$ cat src/hw/rtl/dklpe_pkg.sv
// ----------------------------------------------------------------------------
// dklpe_pkg
// Shared types and constants for the delimited key length-prefix encoder.
// ----------------------------------------------------------------------------
package dklpe_pkg;

	localparam int BYTE_W  = 8;
	localparam int TOTAL_W = 9;

	localparam logic [BYTE_W-1:0] DELIM_RESET = 8'd58;

	typedef enum logic [1:0] {
		KIND_PREFIX  = 2'd0,
		KIND_BYTE    = 2'd1,
		KIND_SUMMARY = 2'd2
	} kind_t;

	// control broadcast from the sequencer to the segment chain
	typedef struct packed {
		logic              shift;
		logic              write;
		logic [BYTE_W-1:0] data;
	} chain_ctl_t;

endpackage

$ cat src/hw/rtl/delimited_key_length_prefix_encoder_unit.sv
// ----------------------------------------------------------------------------
// delimited_key_length_prefix_encoder_unit
// Turns a delimited key string into length-prefixed segments plus a summary.
// ----------------------------------------------------------------------------
// Usage:
//   Input channel (in_valid / in_stall) carries one character or an end mark.
//   Output channel (out_valid / out_stall) carries prefix bytes, segment bytes
//   and one end summary per string; last_of_run flags the final result of an
//   input transfer. The delimiter register is written through cfg_valid /
//   cfg_ready / cfg_data (always ready); the user must write it only while the
//   block is idle; the block does not enforce it. A plain character is taken
//   and stored in the cell chain unless halted. A delimiter, a character after
//   a full segment, or an end mark with data buffered drains the segment
//   unless halted or overflowing: a length prefix, the segment bytes, then a
//   summary on an end mark; the input is taken again the cycle after the last
//   result is registered. Throughput is set by the single output register
//   and the chain head, which move one byte per cycle while not stalled.
//   Reset clears the control state and sets the delimiter to ':'; no
//   clearing pass is needed. A stall on the output holds the output register
//   and freezes the drain; the input stays stalled until the drain is done.
// ----------------------------------------------------------------------------
module delimited_key_length_prefix_encoder_unit
	import dklpe_pkg::*;
#(
	parameter int MAX_SEGMENT_BYTES = 32,
	parameter int MAX_KEY_BYTES     = 256,
	parameter int MAX_SEGMENTS      = 16
) (
	input  logic               clk,
	input  logic               arst_n,
	input  logic               cfg_valid,
	output logic               cfg_ready,
	input  logic [BYTE_W-1:0]  cfg_data,
	input  logic               in_valid,
	output logic               in_stall,
	input  logic [BYTE_W-1:0]  symbol,
	input  logic               is_end,
	output logic               out_valid,
	input  logic               out_stall,
	output logic [BYTE_W-1:0]  out_byte,
	output logic [1:0]         item_kind,
	output logic [TOTAL_W-1:0] total_bytes,
	output logic               last_of_run
);

	localparam int LW = $clog2(MAX_SEGMENT_BYTES + 1);
	localparam int IW = (MAX_SEGMENT_BYTES > 1) ? $clog2(MAX_SEGMENT_BYTES) : 1;
	localparam int KW = $clog2(MAX_KEY_BYTES + 1);
	localparam int SW = $clog2(MAX_KEY_BYTES + MAX_SEGMENT_BYTES + 2);
	localparam int CW = $clog2(MAX_SEGMENTS + 1);

	typedef enum logic [3:0] {
		ST_IDLE   = 4'b0001,
		ST_PREFIX = 4'b0010,
		ST_BYTES  = 4'b0100,
		ST_SUM    = 4'b1000
	} state_t;

	state_t            state_q;
	logic [BYTE_W-1:0] delim_q;
	logic [LW-1:0]     len_q;
	logic [LW-1:0]     cnt_q;
	logic [KW-1:0]     bytes_q;
	logic [CW-1:0]     segs_q;
	logic              halted_q;
	logic              sum_after_q;
	logic              pend_q;
	logic [BYTE_W-1:0] pend_char_q;

	logic               out_valid_q;
	logic [BYTE_W-1:0]  out_byte_q;
	kind_t              kind_q;
	logic [TOTAL_W-1:0] total_q;
	logic               last_q;

	logic              in_fire;
	logic              slot_free;
	logic [SW-1:0]     need_sum;
	logic              overflow;
	logic [CW-1:0]     seg_next;
	logic              seg_limit;
	logic              full;
	logic              hit_delim;
	logic              do_flush;
	logic              do_append;
	logic              drain_done;
	logic              finish_pend;
	chain_ctl_t        chain_ctl;
	logic [IW-1:0]     chain_idx;
	logic [BYTE_W-1:0] chain_head;

	assign cfg_ready = 1'b1;
	assign in_stall  = (state_q != ST_IDLE);
	assign in_fire   = in_valid && (state_q == ST_IDLE);
	assign slot_free = !out_valid_q || !out_stall;

	assign need_sum  = SW'(bytes_q) + SW'(len_q) + SW'(1);
	assign overflow  = need_sum > SW'(MAX_KEY_BYTES);
	assign seg_next  = segs_q + CW'(1);
	assign seg_limit = seg_next >= CW'(MAX_SEGMENTS);
	assign full      = len_q >= LW'(MAX_SEGMENT_BYTES);
	assign hit_delim = (symbol == delim_q);

	assign do_flush  = in_fire && !halted_q &&
		(is_end ? (len_q != '0) : (full || hit_delim));
	assign do_append = in_fire && !is_end && !halted_q && !full && !hit_delim;

	// last result of a segment drain goes out this cycle
	always_comb begin
		drain_done = 1'b0;
		if (slot_free) begin
			if (state_q == ST_PREFIX) begin
				drain_done = (cnt_q == '0);
			end else if (state_q == ST_BYTES) begin
				drain_done = (cnt_q == LW'(1));
			end
		end
	end
	assign finish_pend = drain_done && !sum_after_q && pend_q;

	always_comb begin
		chain_ctl.shift = (state_q == ST_BYTES) && slot_free;
		chain_ctl.write = do_append || finish_pend;
		chain_ctl.data  = do_append ? symbol : pend_char_q;
		chain_idx       = do_append ? len_q[IW-1:0] : '0;
	end

	dklpe_seg_chain #(
		.DEPTH (MAX_SEGMENT_BYTES),
		.IW    (IW)
	) u_chain (
		.clk    (clk),
		.ctl    (chain_ctl),
		.wr_idx (chain_idx),
		.head   (chain_head)
	);

	always_ff @(posedge clk or negedge arst_n) begin
		if (!arst_n) begin
			delim_q <= DELIM_RESET;
		end else if (cfg_valid && cfg_ready) begin
			delim_q <= cfg_data;
		end
	end

	always_ff @(posedge clk or negedge arst_n) begin
		if (!arst_n) begin
			state_q     <= ST_IDLE;
			len_q       <= '0;
			cnt_q       <= '0;
			bytes_q     <= '0;
			segs_q      <= '0;
			halted_q    <= 1'b0;
			sum_after_q <= 1'b0;
			pend_q      <= 1'b0;
		end else begin
			case (state_q)
				ST_IDLE: begin
					if (do_flush) begin
						if (overflow) begin
							// segment would not fit in the key: drop it
							halted_q <= 1'b1;
							len_q    <= '0;
							if (is_end) begin
								state_q <= ST_SUM;
							end
						end else begin
							bytes_q     <= KW'(need_sum);
							segs_q      <= seg_next;
							halted_q    <= seg_limit;
							cnt_q       <= len_q;
							len_q       <= '0;
							sum_after_q <= is_end;
							pend_q      <= !is_end && full && !hit_delim && !seg_limit;
							state_q     <= ST_PREFIX;
						end
					end else if (in_fire && is_end) begin
						state_q <= ST_SUM;
					end else if (do_append) begin
						len_q <= len_q + LW'(1);
					end
				end
				ST_PREFIX, ST_BYTES: begin
					if (slot_free) begin
						if (state_q == ST_BYTES) begin
							cnt_q <= cnt_q - LW'(1);
						end
						if (drain_done) begin
							state_q <= sum_after_q ? ST_SUM : ST_IDLE;
						end else begin
							state_q <= ST_BYTES;
						end
					end
					if (finish_pend) begin
						// held character starts the next segment
						len_q  <= LW'(1);
						pend_q <= 1'b0;
					end
				end
				ST_SUM: begin
					if (slot_free) begin
						bytes_q  <= '0;
						segs_q   <= '0;
						halted_q <= 1'b0;
						len_q    <= '0;
						pend_q   <= 1'b0;
						state_q  <= ST_IDLE;
					end
				end
				default: begin
					state_q <= ST_IDLE;
				end
			endcase
		end
	end

	always_ff @(posedge clk) begin
		if (do_flush) begin
			pend_char_q <= symbol;
		end
	end

	// output register
	always_ff @(posedge clk or negedge arst_n) begin
		if (!arst_n) begin
			out_valid_q <= 1'b0;
		end else if (slot_free && (state_q != ST_IDLE)) begin
			out_valid_q <= 1'b1;
		end else if (!out_stall) begin
			out_valid_q <= 1'b0;
		end
	end

	always_ff @(posedge clk) begin
		if (slot_free) begin
			case (state_q)
				ST_PREFIX: begin
					out_byte_q <= BYTE_W'(cnt_q);
					kind_q     <= KIND_PREFIX;
					total_q    <= '0;
					last_q     <= (cnt_q == '0) && !sum_after_q;
				end
				ST_BYTES: begin
					out_byte_q <= chain_head;
					kind_q     <= KIND_BYTE;
					total_q    <= '0;
					last_q     <= (cnt_q == LW'(1)) && !sum_after_q;
				end
				ST_SUM: begin
					out_byte_q <= '0;
					kind_q     <= KIND_SUMMARY;
					total_q    <= TOTAL_W'(bytes_q);
					last_q     <= 1'b1;
				end
				default: begin
				end
			endcase
		end
	end

	assign out_valid   = out_valid_q;
	assign out_byte    = out_byte_q;
	assign item_kind   = kind_q;
	assign total_bytes = total_q;
	assign last_of_run = last_q;

endmodule

$ cat src/hw/rtl/dklpe_cell.sv
// ----------------------------------------------------------------------------
// dklpe_cell
// One byte of the segment chain: loads a new character or takes its neighbor's.
// ----------------------------------------------------------------------------
module dklpe_cell
	import dklpe_pkg::*;
(
	input  logic              clk,
	input  logic              wr_sel,
	input  logic              shift,
	input  logic [BYTE_W-1:0] wr_data,
	input  logic [BYTE_W-1:0] next_data,
	output logic [BYTE_W-1:0] data
);

	logic [BYTE_W-1:0] data_q;

	// a write wins over the shift so the head can take a new character
	// on the same cycle the last byte leaves
	always_ff @(posedge clk) begin
		if (wr_sel) begin
			data_q <= wr_data;
		end else if (shift) begin
			data_q <= next_data;
		end
	end

	assign data = data_q;

endmodule

$ cat src/hw/rtl/dklpe_seg_chain.sv
// ----------------------------------------------------------------------------
// dklpe_seg_chain
// Row of byte cells holding the current segment; drains toward cell 0.
// ----------------------------------------------------------------------------
module dklpe_seg_chain
	import dklpe_pkg::*;
#(
	parameter int DEPTH = 32,
	parameter int IW    = 5
) (
	input  logic              clk,
	input  chain_ctl_t        ctl,
	input  logic [IW-1:0]     wr_idx,
	output logic [BYTE_W-1:0] head
);

	logic [BYTE_W-1:0] cell_data [DEPTH];

	for (genvar i = 0; i < DEPTH; i++) begin : g_cell
		logic [BYTE_W-1:0] nbr;
		if (i == DEPTH - 1) begin : g_tail
			assign nbr = '0;
		end else begin : g_mid
			assign nbr = cell_data[i+1];
		end
		dklpe_cell u_cell (
			.clk       (clk),
			.wr_sel    (ctl.write && (wr_idx == IW'(i))),
			.shift     (ctl.shift),
			.wr_data   (ctl.data),
			.next_data (nbr),
			.data      (cell_data[i])
		);
	end

	assign head = cell_data[0];

endmodule

$ cat config.mk
export PLATFORM = sky130hd
export DESIGN_NAME = delimited_key_length_prefix_encoder_unit
export DESIGN_NICKNAME = d
export VERILOG_FILES = /design/src/hw/rtl/dklpe_pkg.sv /design/src/hw/rtl/delimited_key_length_prefix_encoder_unit.sv /design/src/hw/rtl/dklpe_cell.sv /design/src/hw/rtl/dklpe_seg_chain.sv
export SDC_FILE = /design/constraint.sdc
export NUM_CORES = 1
export LEC_CHECK = 0
export BUFFER_PORTS_ARGS = -buffer_cell sky130_fd_sc_hd__buf_2
export CORE_MARGIN = 5
export CORE_UTILIZATION = 60
export CTS_CLUSTER_SIZE = 20
export DETAILED_ROUTE_END_ITERATION = 6
export GPL_ROUTABILITY_DRIVEN = 0
export PLACE_DENSITY_LB_ADDON = 0.25
export SYNTH_ARGS = -nofsm -noshare
export SYNTH_HDL_FRONTEND = slang
export SYNTH_SLANG_ARGS = --single-unit
$ cat constraint.sdc
create_clock -name clk -period 4.3 [get_ports clk]
set_input_delay 0.86 -clock clk [delete_from_list [all_inputs] [get_ports clk]]
set_output_delay 0.86 -clock clk [all_outputs]
set_load 0.05 [all_outputs]
After elaboration in Yosys (flattened, before gate mapping)
Index checks and enable logic that the tools add are counted.
{ "totals": {"ff_bits": 326, "latchBits": 0, "mem_bits_rw": 0, "romBits": 0, "inputBits": 22, "out_inout_bits": 23, "wordCells": 327, "n_memories": 0} }
{ "classes": {"addsub": 5, "n_mul": 0, "div": 0, "n_lt_le_gt_ge": 3, "eq_ne": 49, "shift": 0, "muxes": 112, "n_bitwise": 1, "n_reduce_logical": 110} }
{ "op_table": {"columns": ["operator", "count"], "rows": [
  ["2-to-1 mux 8 bit", 65],
  ["equality test 5 bit (second input constant)", 16],
  ["nonzero test 2 bit", 35],
  ["2-to-1 mux 6 bit", 9],
  ["logical AND 1 bit", 49],
  ["equality test 5 x 4 -> 1 bit (second input constant)", 8],
  ["one-hot mux 9 bit (2 select lines)", 2],
  ["2-to-1 mux 4 bit", 8],
  ["2-to-1 mux 9 bit", 3],
  ["one-hot mux 8 bit (3 select lines)", 1],
  ["equality test 5 x 3 -> 1 bit (second input constant)", 4],
  ["2-to-1 mux 5 bit", 4],
  ["one-hot mux 6 bit (3 select lines)", 1],
  ["AND reduction 5 bit", 3],
  ["2-to-1 mux 1 bit", 12],
  ["one-hot mux 4 bit (3 select lines)", 1],
  ["one-hot mux 6 bit (2 select lines)", 1],
  ["equality test 5 x 2 -> 1 bit (second input constant)", 2],
  ["one-hot mux 5 bit (2 select lines)", 1],
  ["adder 9 x 1 -> 9 bit (second input constant)", 1],
  ["adder 9 x 6 -> 9 bit", 1],
  ["greater-than comparator 9 bit (second input constant)", 1],
  ["equality test 8 bit", 1],
  ["zero test 1 bit", 8],
  ["30 further kinds", 43]
]} }

Logic depth before layout (Yosys ltp)
Gate-level depths: netlist of run 1.
{ "logic_depth": {"ltp_word": 10, "depth_mapped": 12, "mapped_depth_nobuf": 11} }

Cells and area by module
Synthesis of run 1 repeated with hierarchy kept, for this count alone.
{ "hier_totals": {"cells_unflattened": 987, "area_unflattened_um2": 16229.3} }
{ "by_module_without_submodules": {"columns": ["module", "instances", "cells_per_inst", "area_per_inst_um2", "seq_area_each_um2"], "rows": [
  ["dklpe_cell", 32, 18, 377.9, 240.2],
  ["delimited_key_length_prefix_encoder_unit", 1, 363, 3900.0, 1898.1],
  ["dklpe_seg_chain", 1, 48, 237.7, 0.0]
]} }

Worst setup path after synthesis of run 1
No wires, ideal clock.
{ "synth_timing": {"path_type": "reg-to-reg", "from": "register len_q[0]", "to": "register bytes_q[7]", "setup_time_ns": 0.125, "arrival_ns": 3.009, "t_required_ns": 4.175, "slack_ns": 1.166, "stages_incl_launch_ff": 13, "n_path_buf": 1, "period_less_slack_ns": 3.134, "path_cell_list": "dfrtp_1 inv_1 ha_1 fa_1 nor2b_1 o221ai_1 a21o_1 xnor2_1 and2_1 or2_2 a21o_1 buf_2 mux2_2"} }
{ "synth_via": {"elab_chain_cells": 6, "word_cells_on_any_way": 14, "classes_between": "add/sub: 2; order compare: 2; eq/ne: 2; mux: 4; reduce/logical: 4"} }
{ "synth_lines": {"columns": ["element", "line", "rtl"], "rows": [
  ["from (decl)", "delimited_key_length_prefix_encoder_unit.sv:61", "logic [LW-1:0] len_q;"],
  ["from (signal assigned)", "delimited_key_length_prefix_encoder_unit.sv:180", "len_q <= len_q + LW'(1);"],
  ["parallel branches: the longest is 6 deep, another holds adder 9 x 6 -> 9 bit", null, null],
  ["to (signal assigned)", "delimited_key_length_prefix_encoder_unit.sv:168", "bytes_q <= KW'(need_sum);"],
  ["to (decl)", "delimited_key_length_prefix_encoder_unit.sv:63", "logic [KW-1:0] bytes_q;"]
]} }
Several ways; the timed one is not identified. The select of a mux whose other input is x is not followed.
A chain may end at the register's enable or synchronous reset.

Worst setup path in the final report of run 1
Same ends and word-level chain as after synthesis.

==> impl_metrics.env, run 1 <==
export IMPL_status="finished, final reports clean"
export IMPL_fmax_mhz=283.2
export IMPL_r2r_start="len_q[0]"
export IMPL_synth_xor_area_share_pct=0.9612
export IMPL_crit_chain="inv_1 -> ha_1 -> fa_1 -> nor2b_1 -> o221ai_1 -> a211oi_1 -> a21oi_1 -> a31oi_1 -> or2_2 -> a21o_1 -> mux2_2"
export IMPL_worst_setup_path_start_kind="register"
export IMPL_gr_max_usage_layer="met2"
export IMPL_ys_async_sr_fraction_pct=12.88
export IMPL_avgSynthCellArea_um2=11.62
export IMPL_cts_sinks=326
export IMPL_rows=57
export IMPL_use_met1_pct=29.70
export IMPL_use_met2_pct=36.99
export IMPL_vias_per_cell=5.853
export IMPL_drt_iter0_markers=912
export IMPL_synthAdderAreaFrac_pct=1.253
export IMPL_syn_area_um2=14580
export IMPL_synth_compound_area_share_pct=11.93
export IMPL_cp_arrival_ns=3.92
export IMPL_timing_setup_critical_path_class="reg -> reg"
export IMPL_num_antenna_cells=0
export IMPL_synth_main_ff_cell="edfxtp_1"
export IMPL_grt_max_degree=43
export IMPL_dp_cells=1579
export IMPL_post_place_ws_ns=0.5161
export IMPL_grtUsageTotal_pct=22.07
export IMPL_max_slew_margin_pct=10.28
export IMPL_core_area_um2=24110
export IMPL_grt_ovfl_total=0
export IMPL_setup_ws_ns=0.7683
export IMPL_grt_pass1_vias=9323
export IMPL_holdWs_ns=0.4978
export IMPL_drc=0
export IMPL_syn_nets=1291
export IMPL_antenna_left=0
export IMPL_insertion_delay_ns=0.51
export IMPL_synth_cells=1255
export IMPL_drtPass1Iterations=5
export IMPL_p_leak_nw=6.072
export IMPL_final_setup_tns_ns=0
export IMPL_io_buffers=43
export IMPL_critPathBufInv=1
export IMPL_antenna_found_initial=0
export IMPL_ys_ff_latch=326
export IMPL_numCtsBuffers=35
export IMPL_drive_gt1_share_pct=15.13
export IMPL_cts_resized=0
export IMPL_drv_cap=0
export IMPL_root_buffer="clkbuf_16"
export IMPL_clock_skew_final_ns=0.01207
export IMPL_cts_htree_levels=2
export IMPL_critPathSlowestCell="a21o_1"
export IMPL_cp_required_ns=4.69
export IMPL_final_area_um2=16300
export IMPL_finalCritPeriodShare_pct=82.13
export IMPL_dpl_cell_area_um2=15200
export IMPL_wire_per_inst_um=18.57
export IMPL_setup_worst_path_start="len_q[0]"
export IMPL_hold_viol_final=0
export IMPL_worst_slew_pin_slew_ns=1.332
export IMPL_synth_edff_count=284
export IMPL_synth_mux_area_share_pct=3.905
export IMPL_fp_dieH_um=165.9
export IMPL_max_stage_delay_ns=0.51
export IMPL_stdcell_count=1639
export IMPL_fin_nets=1328
export IMPL_timing_final_max_slew_violations=0
export IMPL_ir_worst_vdd_mv=0.3886
export IMPL_fp_dieW_um=165.9
export IMPL_finalCriticalPeriod_ns=3.532
export IMPL_endpoint_kind="register"
export IMPL_cts_tree="built"
export IMPL_area_delta_synth_final_pct=11.82
export IMPL_use_met3_pct=4.356
export IMPL_hold_class="in -> async"
export IMPL_grt_pass1_wl_mm=49.08
export IMPL_rsz0062_at_grt="false"
export IMPL_power_density_nw_per_um2=560.6
export IMPL_yosysUniqueCellTypes=61
export IMPL_synth_top_family_by_area="simple AND/OR/NAND/NOR gates"
export IMPL_initial_utilization_pct=60.48
export IMPL_ctsLongestPathBuffers=3
export IMPL_ys_warn_count=0
export IMPL_wl_mm=30.43
export IMPL_io_pins=45
export IMPL_crit_family="compound AO/OA/AOI/OAI gates"
export IMPL_ctsHoldBuffers=0
export IMPL_seq_area_frac_synth_pct=65.75
export IMPL_vias=9593
export IMPL_synth_simple_area_share_pct=12.92
export IMPL_crit_fanout=14
export IMPL_path_clk_slew_ns=0.06
export IMPL_dieArea_um2=27520
export IMPL_post_cts_setup_buffer_count=0
export IMPL_finalSetupViolations=0
export IMPL_dp_hpwl_mm=19.43
-- stage by stage --
stage	power (W)	util (%)
3_3_place_gp	0.006211	63.07
4_1_cts	0.009175	67.63
2_1_floorplan	0.005598	-
5_1_grt	0.009576	67.63
6_report	0.009138	67.63
3_5_place_dp	0.006274	63.07
-- area by class of cell --
type                    count  area [um^2]
inverters                  20        75.07
multi-input cells         827         4629
well taps                 324        405.4
flip-flops and latches    326         9585
repair buffers             82        508.0
fillers                  1751         7804
clock inverters            14        138.9
clock buffers              46        959.7
-- cells by family after synthesis --
kind of cell	Yosys count
AOI/OAI and AO/OA	324
and+or+nand+nor	420
muxes	52
other	1
adders and majority gates	14
xor gates and xnor gates	16
DFF	326
buffers and inverters	102
-- power by group --
group	switching, W	internal, W
sequential	0.000236	0.00383
combinational	0.00145	0.000726
clock	0.00116	0.00174
total	0.00284	0.00630
-- layer usage --
layer  vias to the layer above  share of wire [%]
met5                         -                  0
met4                         0                2.3
met3                        64                7.5
met2                       350                 49
met1                      4610                 41
li1                       4569                  -
-- registers in the layout (all words and copies together) (netlist names), 2 cells and up --
signal,flops
len_q,6
cnt_q,6
state_q,4
bytes_q,9
pend_char_q,8
total_bytes,9
out_byte,8
segs_q,5
u_chain.g_cell.u_cell.data,256
delim_q,8
item_kind,2
-- layout by cell type (no fill, tap or decap), types with 7 or more instances in the layout --
cell type / n
a21oi_1: 129
a22o_1: 8
and2_1: 12
buf_2: 43
buf_4: 39
clkbuf_1: 9
clkbuf_16: 37
clkinv_1: 7
dfrtp_1: 37
edfxtp_1: 284
ha_1: 13
inv_1: 20
mux2_2: 39
mux2i_4: 8
nand2_1: 175
nand2b_1: 12
nand3_1: 13
nor2_1: 151
nor3_1: 9
o21ai_0: 153
or3_1: 8
xnor2_1: 11
-- worst paths after layout --
kind | depth (start not counted) | slack [ns] | to
max | 11 | 0.77 | bytes_q[7]
min | 1 | 0.50 | cnt_q[5]
max reg2reg | 11 | 0.77 | bytes_q[7]
min reg2reg | 2 | 0.50 | halted_q
max in group asynchronous | 1 | 3.17 | bytes_q[3]
min in group clk | 2 | 0.50 | halted_q
-- cells in the mapped netlist (8+ instances only) --
| master | n | share of area [%] |
|---|---|---|
| a22o_1 | 8 | 0.48 |
| mux2_2 | 39 | 3.0 |
| nand2_1 | 175 | 4.5 |
| nor2_1 | 151 | 3.9 |
| xnor2_1 | 11 | 0.66 |
| nand3_1 | 13 | 0.45 |
| a21oi_1 | 130 | 4.5 |
| buf_2 | 25 | 0.86 |
| edfxtp_1 | 284 | 58 |
| and2_1 | 12 | 0.51 |
| nand2b_1 | 12 | 0.51 |
| nor3_1 | 9 | 0.31 |
| inv_1 | 20 | 0.51 |
| mux2i_1 | 13 | 0.89 |
| o21ai_0 | 153 | 5.3 |
| or3_1 | 8 | 0.34 |
| buf_4 | 12 | 0.62 |
| clkbuf_1 | 43 | 1.1 |
| dfrtp_1 | 37 | 6.4 |
| ha_1 | 13 | 1.1 |
-- worst register-to-register path, cell delays in order, from the launching register on --
cell	delay, ns
dfrtp_1	0.34
inv_1	0.19
ha_1	0.28
fa_1	0.40
nor2b_1	0.18
o221ai_1	0.18
a211oi_1	0.32
a21oi_1	0.08
a31oi_1	0.31
or2_2	0.22
a21o_1	0.51
mux2_2	0.40
No activity file was read; power rests on OpenSTA's default activity.
==> run 2, diff against run 1 <==
--- a/config.mk
+++ b/config.mk
@@ -7,7 +7,7 @@
 export LEC_CHECK = 0
 export BUFFER_PORTS_ARGS = -buffer_cell sky130_fd_sc_hd__buf_2
 export CORE_MARGIN = 5
-export CORE_UTILIZATION = 60
+export CORE_UTILIZATION = 56
 export CTS_CLUSTER_SIZE = 20
 export DETAILED_ROUTE_END_ITERATION = 6
 export GPL_ROUTABILITY_DRIVEN = 0
==> constraint.sdc (replaced) <==
create_clock -name clk -period 3.18 [get_ports clk]
set_input_delay 0.636 -clock clk [delete_from_list [all_inputs] [get_ports clk]]
set_output_delay 0.636 -clock clk [all_outputs]
set_load 0.05 [all_outputs]
==> run 2 against run 1 <==
Non-clock buffer count increased by 37. Total power increased by 40%. Clock power increased by 40%. Fmax increased by 14%. Flip-flop and latch count unchanged. Worst hold slack got worse by 0.20 ns. Clock skew decreased by 0.0032 ns. Global-route usage decreased by 0.60 points. Critical endpoint is now state_q[2].
==> impl_metrics.env, run 2 (synthesis results as in run 1) <==
export IMPL_status="finished, final reports clean"
export IMPL_initial_utilization_pct=56.43
export IMPL_rsz0062_at_grt="true"
export IMPL_rows=59
export IMPL_max_slew_margin_pct=34.67
export IMPL_timing_setup_critical_path_class="reg -> reg"
export IMPL_worstRegToRegCells=11
export IMPL_timing_final_max_slew_violations=0
export IMPL_dieArea_um2=29360
export IMPL_ir_worst_vdd_mv=0.7872
export IMPL_p_leak_nw=6.326
export IMPL_drt_iter0_markers=921
export IMPL_ctsHoldBuffers=0
export IMPL_dpl_cell_area_um2=15620
export IMPL_grt_max_degree=43
export IMPL_fp_dieH_um=171.4
export IMPL_cts_sinks=326
export IMPL_wire_per_inst_um=18.80
export IMPL_fp_dieW_um=171.4
export IMPL_cts_htree_levels=2
export IMPL_cp_endpoint="state_q[2]"
export IMPL_insertion_delay_ns=0.51
export IMPL_p_total_w=0.01280
export IMPL_worst_setup_path_start_kind="register"
export IMPL_root_buffer="clkbuf_16"
export IMPL_area_delta_synth_final_pct=15.18
export IMPL_finalSetupViolations=0
export IMPL_fmax_mhz=324.1
export IMPL_drc=0
export IMPL_power_density_nw_per_um2=762.5
export IMPL_crit_fanout=4
export IMPL_drv_cap=0
export IMPL_wl_mm=31.75
export IMPL_drive_gt1_share_pct=18.32
export IMPL_layout_commonest_cell="edfxtp_1"
export IMPL_io_buffers=43
export IMPL_r2r_start="len_q[0]"
export IMPL_reg2reg_slack_ns=0.09
export IMPL_cp_required_ns=3.57
export IMPL_post_cts_setup_buffer_count=0
export IMPL_endpoint_kind="register"
export IMPL_path_clk_slew_ns=0.06
export IMPL_antenna_found_initial=0
export IMPL_finalCriticalPeriod_ns=3.086
export IMPL_cts_tree="built"
export IMPL_num_antenna_cells=0
export IMPL_largest_register_ffs=256
export IMPL_clock_skew_final_ns=0.008839
export IMPL_dp_hpwl_mm=20.78
export IMPL_grt_pass1_vias=9512
export IMPL_setup_worst_path_start="len_q[0]"
export IMPL_drtPass1Iterations=5
export IMPL_grt_pass1_wl_mm=49.63
export IMPL_final_area_um2=16790
export IMPL_antenna_left=0
export IMPL_core_area_um2=25840
export IMPL_fin_nets=1365
export IMPL_numCtsBuffers=35
export IMPL_vias=9753
export IMPL_vias_per_cell=5.774
export IMPL_final_cell_mix="edfxtp_1, nand2_1, o21ai_0, nor2_1, a21oi_1"
export IMPL_holdWs_ns=0.2938
export IMPL_worst_slew_pin_slew_ns=0.9799
export IMPL_io_pins=45
export IMPL_hold_class="in -> async"
export IMPL_hold_viol_final=0
export IMPL_cp_arrival_ns=3.47
export IMPL_grt_ovfl_total=0
export IMPL_grtUsageTotal_pct=21.47
export IMPL_r2r_end="state_q[2]"
export IMPL_ctsLongestPathBuffers=3
export IMPL_finalCritPeriodShare_pct=97.03
==> run 2: cell count changes in the layout (fill, tap and decap cells not counted), sizes merged <==
cell      delta
clkinvlp     +1
clkbuf       -1
buf         +37
bufinv       +1
clkinv       +1
==> run 2: per-stage QoR <==
stage	TNS, ns	setup WS (ns)	instances	util (%)
5_1_grt	-0.04422	-0.04422	1689	64.99
4_1_cts	0	0.02431	1689	64.88
3_3_place_gp	0	0.05496	1627	60.46
3_5_place_dp	-0.03638	-0.01215	1627	60.46
6_report	0	0.09437	1689	64.99
2_1_floorplan	0	0.04607	1255	-
==> run 2: how the worst min path moves through the flow <==
stage,start,end
global route,cfg_data[4],delim_q[4]
floorplan,arst_n,bytes_q[0]
global placement,halted_q,halted_q
finish,arst_n,cnt_q[5]
CTS,arst_n,len_q[4]
detailed placement,halted_q,halted_q
==> run 2: layer usage <==
layer	vias up	wire length [um]	global-route usage [%]	part of all wire, %
li1	4649	-	-	-
met1	4710	13120	28.19	41
met2	321	15910	36.84	50
met3	73	1868	3.447	5.9
met4	0	848	7.165	2.7
met5	-	0	0	0
==> run 2: critical path, stage by stage (launching register included) <==
cell      delay [ns]
dfrtp_1         0.35
inv_1           0.06
ha_1            0.20
fa_1            0.42
nor2b_2         0.15
o221ai_1        0.17
a21o_1          0.25
xnor2_1         0.13
and2_1          0.20
or2_2           0.36
a31oi_2         0.30
mux2_2          0.37
==> run 2: report_power, final <==
part | internal (W) | leakage, nW | switching [W] | total (W)
Combinational | 0.00119 | 2.71 | 0.00212 | 0.00330
Sequential | 0.00518 | 3.06 | 0.000257 | 0.00543
Clock | 0.00245 | 0.551 | 0.00162 | 0.00407
Total | 0.00881 | 6.33 | 0.00399 | 0.0128
==> run 2: final cells by class <==
class,instances,area (um^2)
clock buffers,45,955.9
clock inverters,17,186.4
fillers,1911,9045
inverters,20,75.07
multi-input cells,827,4659
flip-flops and latches,326,9585
well taps,335,419.2
repair buffers,119,910.9
==> run 2: repair_timing <==
item | CTS | global route
resized for setup | 1 | 11
gates cloned | 0 | 0
endpoints found under the setup margin | 5 | 56
pin swaps | 0 | 0
==> run 3, diff against run 2 <==
==> constraint.sdc (replaced) <==
create_clock -name clk -period 3.18 [get_ports clk]
set_input_delay 0.318 -clock clk [delete_from_list [all_inputs] [get_ports clk]]
set_output_delay 0.318 -clock clk [all_outputs]
set_load 0.05 [all_outputs]
==> run 3 against run 2 <==
Cell area down 0.83%. Via count about the same. Non-clock buffer count down 10. Combinational power down 3%. Wire length down 1.0%. Critical path type unchanged. Critical endpoint unchanged. Largest power group unchanged.
==> impl_metrics.env, run 3 (synthesis results as in run 1) <==
export IMPL_status="finished, final reports clean"
export IMPL_reg2reg_slack_ns=0.18
export IMPL_crit_fanout=4
export IMPL_final_setup_tns_ns=0
export IMPL_finalCriticalPeriod_ns=2.996
export IMPL_ctsLongestPathBuffers=3
export IMPL_grtUsageTotal_pct=21.49
export IMPL_drc=0
export IMPL_gr_max_usage_layer="met2"
export IMPL_area_delta_synth_final_pct=14.23
export IMPL_worst_setup_path_start_kind="register"
export IMPL_max_stage_delay_ns=0.41
export IMPL_p_leak_nw=6.260
export IMPL_largest_register_ffs=256
export IMPL_p_total_w=0.01260
export IMPL_timing_setup_critical_path_class="reg -> reg"
export IMPL_drt_iter0_markers=839
export IMPL_fp_dieH_um=171.4
export IMPL_endpoint_kind="register"
export IMPL_cp_endpoint="state_q[2]"
export IMPL_numCtsBuffers=35
export IMPL_holdWs_ns=0.04017
export IMPL_r2r_start="len_q[0]"
export IMPL_grt_pass1_vias=9725
export IMPL_rows=59
export IMPL_wl_mm=31.43
export IMPL_io_buffers=43
export IMPL_use_met1_pct=28.36
export IMPL_power_density_nw_per_um2=756.9
export IMPL_drive_gt1_share_pct=17.70
export IMPL_setup_ws_ns=0.1840
export IMPL_use_met3_pct=3.562
export IMPL_antenna_left=0
export IMPL_fmax_mhz=333.8
export IMPL_core_area_um2=25840
export IMPL_post_place_ws_ns=0.01588
export IMPL_hold_class="in -> reg"
export IMPL_crit_family="simple AND/OR/NAND/NOR gates"
export IMPL_fin_nets=1355
export IMPL_io_pins=45
export IMPL_path_clk_slew_ns=0.07
export IMPL_cts_htree_levels=2
export IMPL_insertion_delay_ns=0.52
export IMPL_num_fill_cells=1948
export IMPL_ir_worst_vdd_mv=0.7129
export IMPL_r2r_end="state_q[2]"
export IMPL_worst_slew_pin_slew_ns=1.007
export IMPL_critPathBufInv=1
export IMPL_timing_final_max_slew_violations=0
export IMPL_crit_chain="inv_1 -> ha_1 -> fa_1 -> nor2b_2 -> o221ai_2 -> a21o_1 -> xnor2_1 -> and2_1 -> or2_2 -> a31oi_2 -> mux2_2"
export IMPL_cp_arrival_ns=3.40
export IMPL_critPathSlowestCell="fa_1"
export IMPL_cts_tree="built"
export IMPL_clock_skew_final_ns=0.01869
export IMPL_drtPass1Iterations=6
export IMPL_cp_depth=11
export IMPL_finalSetupViolations=0
export IMPL_cts_sinks=326
export IMPL_grt_pass1_wl_mm=49.92
export IMPL_root_buffer="clkbuf_16"
export IMPL_dp_hpwl_mm=20.44
export IMPL_max_slew_margin_pct=32.84
export IMPL_dieArea_um2=29360
export IMPL_multiInputGateArea_um2=4669
export IMPL_num_antenna_cells=0
export IMPL_cp_required_ns=3.59
export IMPL_grt_ovfl_total=0
export IMPL_use_met2_pct=36.58
export IMPL_finalCritPeriodShare_pct=94.21
export IMPL_setup_worst_path_start="len_q[0]"
export IMPL_initial_utilization_pct=56.43
export IMPL_drv_cap=0
export IMPL_rsz0062_at_grt="false"
export IMPL_worstRegToRegCells=11
export IMPL_final_cell_mix="edfxtp_1, nand2_1, o21ai_0, nor2_1, a21oi_1"
export IMPL_vias=9745
export IMPL_fp_dieW_um=171.4
export IMPL_grt_max_degree=43
export IMPL_layout_commonest_cell="edfxtp_1"
export IMPL_vias_per_cell=5.801
export IMPL_antenna_found_initial=0
export IMPL_hold_viol_final=0
export IMPL_regArea_um2=9585
export IMPL_wire_per_inst_um=18.71
[run 3: changes by cell type in the layout (fill, tap and decap cells not counted), sizes merged]
cell,delta
buf,-11
clkinv,+6
clkbuf,-5
inv,+3
clkinvlp,-2
bufinv,-1
dlygate4sd3,+1
[run 3: layout make-up]
cell class | instances | area share [%]
inverter | 20 | 0.4508
multi-input combinational | 827 | 28.04
sequential | 326 | 57.56
timing repair buffer | 109 | 4.884
clock buffer | 40 | 5.372
tap | 335 | 2.517
clock inverter | 23 | 1.180
[run 3: what timing repair did]
| item | 4_1_cts | 5_1_grt |
|---|---|---|
| setup endpoints to repair | 5 | 36 |
| gates resized for setup | 1 | 10 |
| hold endpoints to repair | 17 | 0 |
| buffers inserted | 0 | 1 |
| hold buffers | 1 | 0 |
| pin swaps | 0 | 1 |
[run 3: how the worst min path moves through the flow]
stage / from / endpoint / slack, ns / depth (start not counted)
floorplan: arst_n / bytes_q[0] / 0.02 / 0
global placement: halted_q / halted_q / 0.47 / 2
detailed placement: halted_q / halted_q / 0.50 / 2
CTS: cfg_data[6] / delim_q[6] / 0.03 / 2
global route: cfg_data[7] / delim_q[7] / 0.03 / 2
finish: cfg_data[0] / delim_q[0] / 0.04 / 2
[run 3: power breakdown]
group | internal [W] | switching, W
Sequential | 0.00517 | 0.000301
Combinational | 0.00114 | 0.00207
Clock | 0.00227 | 0.00165
[run 3: routing by layer]
layer	wire length, um	up-vias
met3	1774	61
met4	944	0
li1	-	4629
met5	0	-
met2	15450	300
met1	13260	4755
[run 3: metrics by stage]
step                instances  util (%)  cell area [um^2]
floorplan                1255         -             14580
global placement         1615     60.01             15500
detailed placement       1615     60.01             15500
CTS                      1679     64.28             16610
global route             1680     64.46             16650
finish                   1680     64.46             16650
